**src/hdl/vmr_pkg.sv**
```systemverilog
// ----------------------------------------------------------------------------
// vmr_pkg
// Shared constants, codes and request types of the visited map block.
// ----------------------------------------------------------------------------
package vmr_pkg;

  // map geometry
  localparam int MAX_POS   = 4096;
  localparam int POS_W     = $clog2(MAX_POS);
  localparam int CNT_W     = POS_W + 1;
  localparam int ROW_BITS  = 5;
  localparam int ROW_W     = 1 << ROW_BITS;
  localparam int ROW_IDX_W = POS_W - ROW_BITS;
  localparam int ROWS      = 1 << ROW_IDX_W;

  // stream payload widths
  localparam int IN_DATA_W  = 32;
  localparam int OUT_DATA_W = 32;

  // operation codes
  typedef enum logic [2:0] {
    OP_START = 3'd0,
    OP_PUSH  = 3'd1,
    OP_NEXT  = 3'd2,
    OP_MARK  = 3'd3,
    OP_RANGE = 3'd4,
    OP_QUERY = 3'd5
  } op_t;

  // request to the bitmap rows
  typedef struct packed {
    logic                 rd;
    logic                 wr;
    logic                 clr;
    logic [ROW_IDX_W-1:0] row;
    logic [ROW_W-1:0]     wdata;
  } bm_req_t;

  // request to the order stack
  typedef struct packed {
    logic             rd;
    logic             wr;
    logic [POS_W-1:0] addr;
    logic [POS_W-1:0] wdata;
  } stk_req_t;

  // bits lo .. hi-1 of one row set
  function automatic logic [ROW_W-1:0] range_mask(input logic [ROW_BITS-1:0] lo,
                                                  input logic [ROW_BITS:0]   hi);
    logic [ROW_W-1:0] m;
    for (int i = 0; i < ROW_W; i++) begin
      m[i] = (ROW_BITS'(i) >= lo) && ((ROW_BITS+1)'(i) < hi);
    end
    return m;
  endfunction

endpackage

```
**src/hdl/vmr_bitmap.sv**
```systemverilog
// ----------------------------------------------------------------------------
// vmr_bitmap
// Visited bits stored as rows of one word, with a valid flag per row so that
// a start clears the whole map at once.
// ----------------------------------------------------------------------------
module vmr_bitmap
  import vmr_pkg::*;
(
  input  logic             clk,
  input  logic             rst_n,
  input  bm_req_t          req,
  output logic [ROW_W-1:0] rdata
);

  logic [ROW_W-1:0] mem [ROWS];
  logic [ROWS-1:0]  row_valid_r;
  logic [ROW_W-1:0] rdata_r;
  logic             rvalid_r;

  // row storage, registered read
  always_ff @(posedge clk) begin
    if (req.wr) begin
      mem[req.row] <= req.wdata;
    end
    if (req.rd) begin
      rdata_r <= mem[req.row];
    end
  end

  // row valid flags, cleared together on reset or start
  always_ff @(posedge clk) begin
    if (!rst_n || req.clr) begin
      row_valid_r <= '0;
      rvalid_r    <= 1'b0;
    end else begin
      if (req.wr) begin
        row_valid_r[req.row] <= 1'b1;
      end
      if (req.rd) begin
        rvalid_r <= row_valid_r[req.row];
      end
    end
  end

  // a row never written since start reads as clear
  assign rdata = rvalid_r ? rdata_r : '0;

endmodule

```
**config.mk**
```make
export PLATFORM = sky130hd
export DESIGN_NAME = vmr_bitmap
export DESIGN_NICKNAME = d
export VERILOG_FILES = /design/src/hdl/vmr_pkg.sv /design/src/hdl/vmr_bitmap.sv
export SDC_FILE = /design/constraint.sdc
export NUM_CORES = 2
export LEC_CHECK = 0
export ABC_AREA = 0
export BUFFER_PORTS_ARGS = -buffer_cell sky130_fd_sc_hd__buf_2
export CORE_MARGIN = 1
export CORE_UTILIZATION = 45
export DETAILED_ROUTE_END_ITERATION = 8
export PLACE_DENSITY = 0.57
export SLEW_MARGIN = 0
export SYNTH_ARGS = -nofsm -noshare
export SYNTH_HDL_FRONTEND = slang
export SYNTH_SLANG_ARGS = --single-unit
```
**constraint.sdc**
```tcl
create_clock -name clk -period 4.8 [get_ports clk]
set_input_delay 0.24 -clock clk [delete_from_list [all_inputs] [get_ports clk]]
set_output_delay 0.24 -clock clk [all_outputs]
set_load 0.05 [all_outputs]
```
==> impl_metrics.csv <==
group,metric,value,unit
outcome,status,"finished, violations left",
outcome,violations,"capacitance limit, slew limit",
worst_setup_path,slowest_stage,"or2b_1",
worst_setup_path,cp_num_buf_inv,2,
floorplanning,initial_core_util,45.17,%
drt,viasPerCell,6.760,
clock_network,cts_tree,"built",
timing,slew_violations,6,
drt,wl,622.5,mm
global_route,grt_use_total,33.50,%
worst_setup_path,r2r_slack,1.02,ns
final_layout,layout_common_cells,"edfxtp_1 (4128), buf_4 (588), a221oi_1 (466)",
clock_network,insertion_delay,1.02,ns
clock_network,post_cts_resized,0,
final_layout,final_common_cell,"edfxtp_1",
clock_network,cts-buffers-inserted,436,
logic_synthesis,ys_ff_latch,4257,
logic_synthesis,netlist_instances,8838,
drt,drc,0,
final_layout,stdcell_area,189700,sq um
worst_hold_path,worstHoldPathCells,3,
worst_hold_path,holdPathEnd,"row_valid_r[7]$_SDFFE_PP0P_",
drt,first_pass_iters,6,
flow_run,cap_viol_max_count,2,
clock_network,clock_path_buffers,4,
timing,fin_setup_tns,0,ns
floorplanning,ios,76,
place,dpl_cell_area,175000,sq um
drt,drtAntennaViolNets,0,
global_route,met3_usage,8.996,%
floorplanning,die_w,605.0,um
timing,post-route-period-util,81.23,%
clock_network,cts-root-buf,"clkbuf_16",
floorplanning,die_h,605.0,um
worst_hold_path,hp-class,"in -> reg",
logic_synthesis,syn_area,163600,sq um
clock_network,h-tree-depth,5,
global_route,grt_pass1_wl,829.3,mm
worst_setup_path,required,5.46,ns
worst_hold_path,min_from,"rst_n",
power_and_ir_drop,ir_worst_vdd,0.3358,mV
global_route,busiest_layer,"met2",
place,gp_congestion,0.9671,
power_and_ir_drop,powerDensity,424.3,nW/um^2
logic_synthesis,ys_async_sr_fraction,0,%
timing,clock-skew-final,0.06214,ns
worst_setup_path,critPathKind,"in -> reg",
timing,setup_viol,0,
final_layout,final_nets,9509,
global_route,gr-usage-met2,49.16,%
final_layout,final_layout_size_suffix_gt1_share,23.45,%
worst_setup_path,r2r_start,"mem[45][6]$_DFFE_PP_",
logic_synthesis,yosysUniqueCellTypes,88,
worst_setup_path,startpoint_type,"input port",
power_and_ir_drop,p_leak,60.43,nW
timing,max_slew.worst_pin.slew,1.679,ns
place,place_hpwl,373.9,mm
timing,post-route-min-period,3.899,ns
floorplanning,std_cell_rows,221,
floorplanning,core_area,362200,sq um
final_layout,syn_to_final_growth,15.94,%
clock_network,clkTransAtPathRegs,0.06,ns
global_route,grt_start_max_net_pins,129,
clock_network,cts_sinks,4257,
floorplanning,die-area,366000,sq um
timing,fmax,256.5,MHz
drt,vias,99210,
global_route,antenna_found_initial,70,
worst_setup_path,critPathArrivalTime,4.56,ns
worst_setup_path,r2r_cells,5,
timing,slew_headroom,-12.36,%
drt,post_drt_wl_per_cell,42.41,um
worst_setup_path,crit_path_end_kind,"register",
worst_setup_path,slowest_delay,1.10,ns
global_route,gr-usage-met1,44.52,%
place,io_buffers,75,
logic_synthesis,synth_flop_cell,"edfxtp_1",
timing,hold_violations,0,
logic_synthesis,synth_edf_count,4128,
worst_setup_path,crit_chain,"buf_8, buf_12, or2b_1, o22a_1, o21ai_0, o2bb2ai_1, a2111oi_0, nand4_1",
global_route,grt_pass1_vias,92790,
drt,dr.first_iter.drc_count,17420,
worst_setup_path,crit_family,"compound AO/OA/AOI/OAI gates",
logic_synthesis,synth.yosys.seq_area_share,77.34,%
timing,rsz0062_at_grt,"false",
logic_synthesis,avgSynthCellArea,18.51,sq um
logic_synthesis,synth_fp_nets,8882,
logic_synthesis,yosysWarningCount,0,
worst_setup_path,timing.rr.end,"rdata_r[6]$_DFFE_PP_",
worst_setup_path,crit_fanout,50,
global_route,grt-ovfl-total,0,
==> stage by stage <==
| step | instances | power (mW) | hold WS (ns) | utilization [%] | worst slack (ns) |
|---|---|---|---|---|---|
| after floorplan | 8838 | 43.81 | 0.3389 | - | 0.4851 |
| after global placement | 13790 | 46.76 | 0.4445 | 48.30 | 0.08410 |
| after detailed placement | 13790 | 46.81 | 0.4565 | 48.30 | 0.2592 |
| after CTS | 14630 | 80.40 | 0.06671 | 52.34 | 1.137 |
| after global routing | 14660 | 81.93 | 0.1100 | 52.35 | 1.143 |
| final | 14680 | 80.49 | 0.1118 | 52.37 | 0.9011 |
==> repair_timing <==
action                     CTS  global route
hold endpoints to repair  1494             0
hold buffers                33             0
buffers inserted             0             0
==> synthesized netlist by cell type, types with 129 or more instances <==
cell type	instances	area, sq um
clkbuf_1	167	626.9
mux2_2	354	3986
mux4_2	330	7432
edfxtp_1	4128	124000
dfxtp_1	129	2582
a22oi_1	255	1914
nand2_1	307	1152
a221oi_1	467	4090
a21oi_1	174	870.8
o21ai_0	216	1081
mux2i_1	336	3363
buf_2	242	1211
nor2_1	578	2170
==> worst max-delay path by stage <==
stage | start | end | slack [ns] | cells past startpoint
after floorplan | req[34] | mem[74][0]$_DFFE_PP_ | 0.49 | 9
after global placement | req[32] | rdata_r[20]$_DFFE_PP_ | 0.08 | 11
after detailed placement | req[32] | rdata_r[6]$_DFFE_PP_ | 0.26 | 8
after CTS | mem[47][6]$_DFFE_PP_ | rdata_r[6]$_DFFE_PP_ | 1.14 | 5
after global routing | mem[40][6]$_DFFE_PP_ | rdata_r[6]$_DFFE_PP_ | 1.14 | 5
final | req[32] | rdata_r[6]$_DFFE_PP_ | 0.90 | 8
==> flip-flops by register name (all words and copies together) (netlist names) <==
| name | flops |
|---|---|
| row_valid_r | 128 |
| rvalid_r | 1 |
| rdata_r | 32 |
| mem | 4096 |
==> kinds of logic (layout without fill, tap and decap cells) <==
family	count (synthesis)	after routing	synth area share [%]
AO/OA/AOI/OAI	1824	1824	8.598
buffers and inverters	629	1630	2.098
flip-flops	4257	4257	77.34
multiplexers	1028	1028	9.094
other	0	44	0
AND/OR/NAND/NOR	1100	1100	2.871
==> metal layers <==
metal | wire (um) | up-vias
met5 | 215 | -
met4 | 46000 | 32
met3 | 80280 | 1643
met2 | 270700 | 7699
met1 | 225200 | 51920
li1 | - | 37920
==> where the power goes <==
part	switching [mW]	internal, mW	total [mW]
logic	3.81	1.41	5.22
registers	0.112	40.9	41.0
clock network	14.6	19.7	34.2
==> final cells by class <==
class	instances	area, sq um
diodes	44	110.1
clock buffers	546	11660
clock inverters	266	2616
fillers	28710	172500
inverters	8	52.55
multi-input cells	3952	34790
flip-flops and latches	4257	126500
well taps	4794	5998
repair buffers	810	7925
==> worst min-delay path, cell delays in order <==
cell and delay [ns]:
buf_2 0.10, nand2b_4 0.45, nor2_1 0.25
No activity file was read; power rests on OpenSTA's default activity.
